**config.mk**
```make
export PLATFORM = sky130hd
export DESIGN_NAME = c2d_ctrl
export DESIGN_NICKNAME = d
export VERILOG_FILES = /design/src/rtl/c2d_pkg.sv /design/src/rtl/c2d_ctrl.sv
export SDC_FILE = /design/constraint.sdc
export NUM_CORES = 1
export LEC_CHECK = 0
export BUFFER_PORTS_ARGS = -buffer_cell sky130_fd_sc_hd__buf_2
export CAP_MARGIN = 5
export CORE_MARGIN = 4
export CORE_UTILIZATION = 28
export CTS_BUF_LIST = sky130_fd_sc_hd__clkbuf_4 sky130_fd_sc_hd__clkbuf_8 sky130_fd_sc_hd__clkbuf_16
export DETAILED_ROUTE_END_ITERATION = 10
export PLACE_DENSITY = 0.57
export SYNTH_ARGS = -nofsm -noshare
export SYNTH_HDL_FRONTEND = slang
export SYNTH_SLANG_ARGS = --single-unit
```
**constraint.sdc**
```tcl
create_clock -name clk_i -period 4.3 [get_ports clk_i]
set_input_delay 0.86 -clock clk_i [delete_from_list [all_inputs] [get_ports clk_i]]
set_output_delay 0.86 -clock clk_i [all_outputs]
set_load 0.01 [all_outputs]
```
**src/rtl/c2d_pkg.sv**
```systemverilog
// Shared types and constants for the 2D convolution stream engine.
`default_nettype none
package c2d_pkg;
  localparam logic [1:0] CMD_WEIGHT  = 2'd0;
  localparam logic [1:0] CMD_BIAS    = 2'd1;
  localparam logic [1:0] CMD_SAMPLE  = 2'd2;
  localparam logic [1:0] CMD_RESTART = 2'd3;

  localparam logic [2:0] REG_HEIGHT = 3'd0;
  localparam logic [2:0] REG_WIDTH  = 3'd1;
  localparam logic [2:0] REG_KERNEL = 3'd2;
  localparam logic [2:0] REG_STEP   = 3'd3;
  localparam logic [2:0] REG_INPL   = 3'd4;
  localparam logic [2:0] REG_OUTPL  = 3'd5;

  typedef enum logic [5:0] {
    ST_IDLE  = 6'b000001,
    ST_BIAS  = 6'b000010,
    ST_MAC   = 6'b000100,
    ST_DRAIN = 6'b001000,
    ST_EMIT  = 6'b010000,
    ST_NEXT  = 6'b100000
  } state_e;

  typedef struct packed {
    logic start_ch;
    logic mac_en;
    logic emit;
    logic advance;
    logic take;
  } ctrl_t;

  typedef struct packed {
    logic fire;
    logic mac_done;
    logic acc_busy;
    logic out_free;
    logic ch_last;
  } stat_t;

  function automatic logic signed [15:0] sat16(input logic signed [31:0] v);
    if (v > 32'sd32767) return 16'sh7fff;
    if (v < -32'sd32768) return 16'sh8000;
    return v[15:0];
  endfunction
endpackage
`default_nettype wire

```
**src/rtl/c2d_ctrl.sv**
```systemverilog
// Sequencer for the convolution engine.
`default_nettype none
module c2d_ctrl (
  input  wire                 clk_i,
  input  wire                 rst_ni,
  input  wire                 in_valid_i,
  input  wire c2d_pkg::stat_t stat_i,
  output c2d_pkg::ctrl_t      ctrl_o,
  output logic                in_ready_o
);
  c2d_pkg::state_e state_q, state_d;

  always_comb begin
    state_d = state_q;
    ctrl_o = '0;
    in_ready_o = 1'b0;
    case (state_q)
      c2d_pkg::ST_IDLE: begin
        in_ready_o = 1'b1;
        if (in_valid_i) begin
          ctrl_o.take = 1'b1;
          if (stat_i.fire) state_d = c2d_pkg::ST_BIAS;
        end
      end
      c2d_pkg::ST_BIAS: begin
        ctrl_o.start_ch = 1'b1;
        state_d = c2d_pkg::ST_MAC;
      end
      c2d_pkg::ST_MAC: begin
        ctrl_o.mac_en = 1'b1;
        if (stat_i.mac_done) state_d = c2d_pkg::ST_DRAIN;
      end
      c2d_pkg::ST_DRAIN: begin
        state_d = c2d_pkg::ST_EMIT;
      end
      c2d_pkg::ST_EMIT: begin
        if (stat_i.out_free && !stat_i.acc_busy) begin
          ctrl_o.emit = 1'b1;
          state_d = stat_i.ch_last ? c2d_pkg::ST_NEXT : c2d_pkg::ST_BIAS;
        end
      end
      c2d_pkg::ST_NEXT: begin
        ctrl_o.advance = 1'b1;
        state_d = c2d_pkg::ST_IDLE;
      end
      default: state_d = c2d_pkg::ST_IDLE;
    endcase
  end

  always_ff @(posedge clk_i or negedge rst_ni) begin
    if (!rst_ni) state_q <= c2d_pkg::ST_IDLE;
    else state_q <= state_d;
  end
endmodule
`default_nettype wire

```
Yosys cells after proc, flatten, opt, wreduce, memory -nomap -nowiden

Cells that the tools add are included.

Flip-flop bits (word level): 6
Input port bits: 8
Output and inout bits: 6
Logic and storage cells: 28

Eq/ne operators: 10
Mux-type cells: 14
Reduce and logical (&&, ||, !) cells: 3

Operator list:

| operator                                                        | number |
|---|---|
| 6-bit two-way mux                                               | 5 |
| 6-bit one-hot mux with 5 select lines                           | 1 |
| 1-bit two-way mux                                               | 8 |
| 2-bit inequality test, second input constant                    | 4 |
| 6-bit by 1-bit == test with 1-bit output, second input constant | 1 |
| 6-bit by 2-bit == test with 1-bit output, second input constant | 1 |
| 6-bit by 3-bit == test with 1-bit output, second input constant | 1 |
| 6-bit by 4-bit == test with 1-bit output, second input constant | 1 |
| 6-bit by 5-bit == test with 1-bit output, second input constant | 1 |
| 6-bit == test, second input constant                            | 1 |
| 4-bit AND reduction                                             | 1 |
| 1-bit logical AND                                               | 1 |
| 1-bit zero test                                                 | 1 |

Depth between registers and ports, before layout

Depth in word-level cells: 4
Gate-level depth with buffers: 5
Mapped depth without buffers: 4

Worst setup path after synthesis

Ideal clock, no wire load.

Kind: register -> output
Start point: reg state_q[4]
End point: out ctrl_o[0] in the netlist's numbering
Arrival time: 1.558 ns
Required time: 3.440 ns
Slack: 1.882 ns
Stages on the path, launching flop included: 6
Buffers on the path: 1
Cell sequence: dfrtp_1 > buf_6 > or3_4 > or3_4 > inv_1 > and2_1

RTL lines:

| what                   | RTL line       | RTL |
|---|---|---|
| from (decl)            | c2d_ctrl.sv:11 | `c2d_pkg::state_e state_q, state_d;` |
| from (signal assigned) | c2d_ctrl.sv:51 | `if (!rst_ni) state_q <= c2d_pkg::ST_IDLE;` |
| from (signal assigned) | c2d_ctrl.sv:52 | `else state_q <= state_d;` |
| to (decl)              | c2d_ctrl.sv:8  | `output c2d_pkg::ctrl_t ctrl_o,` |

==> impl_results.md <==
* Outcome: finished clean
* Violation count after the first detailed-route iteration at 8
* Cell count after synthesis at 44
* Share of power burned in registers at 29.9%
* RSZ-0062 raised after global routing: no
* Routability-driven placement congestion ratio at between 0.7 and 0.8
* Starting density of the core at between 30% and 40%
* Part of the power in the clock network at between 20% and 30%
* Smallest setup slack after layout at 1.56 ns
* Number of antenna violations at the first check in global routing at 0
* Deepest level of the CTS H-tree at 1
* Post-Syn Nets at between 50 and 60
* Layout cell share with drive strength beyond 1 at between 40% and 50%
* Number of port buffers at 13
* Proportion of synthesized chip area in sequential cells at between 30% and 40%
* Pin count of the biggest net entering global routing at 11
* Maximum Capacitance Violations at 0
* Insertion delay of the later-clocked pin in the worst-skew pair at between 0.2 and 0.3 ns
* Fin Clk Skew at between 0.01 and 0.015 ns
* Internal power at around 0.19 mW
* CTS Hold Buffers Added at 0
* Buf/Inv on CP at 2
* Area inside the core boundary at between 1000 and 1500 µm²
* Critical-path cell with the highest stage delay: sky130_fd_sc_hd__dfrtp_1
* DR vias at approximately 370
* Max-slew headroom at between 50 and 60%
* Leakage dissipation at between 0.2 and 0.3 nW
* Post-route minimum period at roughly 2.7 ns
* Number of flip-flops under the largest register name at 6
* Data required time at the worst endpoint at 3.44 ns
* Crit path DAT at 1.88 ns
* List of cells traversed by the critical path: or3_4 -> or3_4 -> inv_1 -> and2_1 -> buf_2
* # resized after CTS at 0
* Row count at 13
* Maximum clock insertion buffer count at 2
* Ys Warns at 0
* Clock slew seen by the registers of the worst setup and hold paths at about 0.050 ns
* Path class of the lowest-slack min-delay path: in -> async
* Logic gate share of total power at 49.2%
* Top delay family on crit path: simple AND/OR/NAND/NOR gates
* Critical path endpoint category: output port
* Number of buffers added for setup after CTS at 0
* Post-route cell area at between 500 and 600 µm²
* Number of nets with antenna violations after routing at 0
* Number of buffers created by CTS at 3
* Worst supply voltage drop on vdd at between 0.15 and 0.2 mV
* Kind of start point of the critical path: register
* Cell mode on critical path: sky130_fd_sc_hd__or3_4
* Syn Area/Cell at ~9.6 µm²
* Sum Neg Setup Slack at 0 ns
* Vias per cell at about 4.9
* TritonCTS clock tree: built
* Max Transition Viols Final at 0
* Count of boundary I/O pins at 14
* Utilization of the core after routing at between 30% and 40%
* Worst slack after detailed placement at approximately 1.8 ns
* Synth area leaders: sky130_fd_sc_hd__dfrtp_1, sky130_fd_sc_hd__a2111oi_4, sky130_fd_sc_hd__dfstp_2, sky130_fd_sc_hd__or3_4, sky130_fd_sc_hd__nand2b_1
* Total congestion overflow after global routing at 0
* Final clock period utilization by the worst path at between 60 and 70%
* Count of inserted antenna diode cells at 0
* Pwr dens at approximately 580 nW/µm²
* Reg with most FFs: state_q
* Library cell occupying the most area in the post-synthesis netlist: sky130_fd_sc_hd__dfrtp_1
* Delay contributed by the slowest stage of the critical path at about 0.47 ns
* Maximum frequency from static timing analysis at between 0.3 and 0.4 GHz
* Transition time of the tightest slew-check pin at about 0.71 ns
* Count of clock tree sinks at 6
* Remaining DRCs at 0
* First-pass GRT wire length at ~1500 µm
* Final setup violation count at 0
* Most frequent standard cell in the layout excluding fill and tap cells: sky130_fd_sc_hd__buf_2
* Worst-path fanout max at 10
* Final routed wire length divided by cell count at between 10 and 15 µm
* Area enclosed by the die boundary at between 2000 and 2500 µm²
* Net Sw Power at about 0.11 mW
* Sw Ratio at a little under two fifths
* Wire length after detailed routing at 846 µm
* Total global-route track usage at a little over a tenth
* HPWL reported at the end of detailed placement at 687 µm
* Layout Area Growth over Synthesis at 24.4%
* Total count of hold-check failures in the final report at 0
* Die height at roughly 47 µm
* Most frequent cells in the layout: sky130_fd_sc_hd__buf_2, sky130_fd_sc_hd__dfrtp_1, sky130_fd_sc_hd__inv_1, sky130_fd_sc_hd__nor2_1, sky130_fd_sc_hd__clkbuf_4
* Cell at the root of the clock tree: sky130_fd_sc_hd__clkbuf_4
* X dimension of the die at 46.8 µm
* Yosys cell types at 27
* Critical path start-end classification: reg -> out
* Vias in the first global route at 336
* Biggest registers after layout: state_q x6
* Top cell type's share of synthesized area at between 20 and 30%
* Combined area of all synthesized cells at 420 µm²
* Standard cell area after detailed placement at about 490 µm²
* Hold_ws at between 0.4 and 0.5 ns
* Final net count at between 60 and 70
* Flip-flop and latch count after synthesis at 6
* Drt first pass iters at 4
metrics by stage:
step           total power, mW  std cells
3_5_place_dp             0.243         71
2_1_floorplan            0.206         44
6_report                 0.304         75
5_1_grt                  0.333         75
3_3_place_gp             0.245         71
4_1_cts                  0.310         75
layer usage:
layer,part of all wire (%),routed length (µm),up-vias,track usage [%]
li1,-,-,194,-
met1,44,373,154,12.9
met2,41,350,18,13.7
met3,10,87,5,3.45
met4,4.3,36,0,11.6
met5,0,0,-,0
cells by family (layout without fill, tap and decap cells):
logic type	after synthesis	count (layout)	synth area share, %
and+or+nand+nor	22	22	31.5
AOI/OAI and AO/OA	10	10	24.1
DFF	6	6	36.0
buffers and inverters	5	21	6.25
xor gates and xnor gates	1	1	2.08
worst paths after layout:
path	startpoint	end	slack (ns)	cells after the start
max in group asynchronous	rst_ni	state_q[0]	3.65	1
worst max-delay path	state_q[4]	ctrl_o[0]	1.56	5
min in group clk_i	state_q[2]	state_q[4]	0.58	1
worst max register to register	state_q[4]	state_q[1]	2.63	3
worst min register to register	state_q[2]	state_q[4]	0.58	1
worst min-delay path	rst_ni	state_q[2]	0.41	1
cell usage after synthesis:
library cell	n
sky130_fd_sc_hd__xor2_1	1
sky130_fd_sc_hd__nand3_1	2
sky130_fd_sc_hd__nor3b_1	2
sky130_fd_sc_hd__and2_1	1
sky130_fd_sc_hd__a31o_2	1
sky130_fd_sc_hd__dfstp_2	1
sky130_fd_sc_hd__nand2_1	1
sky130_fd_sc_hd__a211o_1	1
sky130_fd_sc_hd__o21ai_0	1
sky130_fd_sc_hd__a21oi_1	1
sky130_fd_sc_hd__a21o_2	1
sky130_fd_sc_hd__a221oi_2	1
sky130_fd_sc_hd__a2111oi_4	1
sky130_fd_sc_hd__o21bai_1	1
sky130_fd_sc_hd__o211ai_1	1
sky130_fd_sc_hd__dfrtp_1	5
sky130_fd_sc_hd__buf_6	1
sky130_fd_sc_hd__and2b_1	1
sky130_fd_sc_hd__inv_1	4
sky130_fd_sc_hd__nor2_1	4
sky130_fd_sc_hd__nand4_1	1
sky130_fd_sc_hd__nor2b_1	1
sky130_fd_sc_hd__or3_4	2
sky130_fd_sc_hd__a211oi_1	1
sky130_fd_sc_hd__nor3_1	3
sky130_fd_sc_hd__nand2b_1	3
sky130_fd_sc_hd__nor4_1	1
power groups by stage:
stage	combinational, mW	clock [mW]	sequential [mW]
5_1_grt	0.168	0.0720	0.0934
6_report	0.150	0.0636	0.0910
4_1_cts	0.151	0.0679	0.0910
2_1_floorplan	0.118	0	0.0873
3_5_place_dp	0.151	0	0.0919
3_3_place_gp	0.151	0	0.0936
final cells by class:
class,count,area (µm²)
Inverter,4,15.0
Fill cell,145,827
Sequential cell,6,151
Tap cell,15,18.8
Multi-Input combinational cell,33,243
Timing Repair Buffer,13,65.1
Clock buffer,4,30.0
Note: power is estimated with default switching activity, not from simulation.
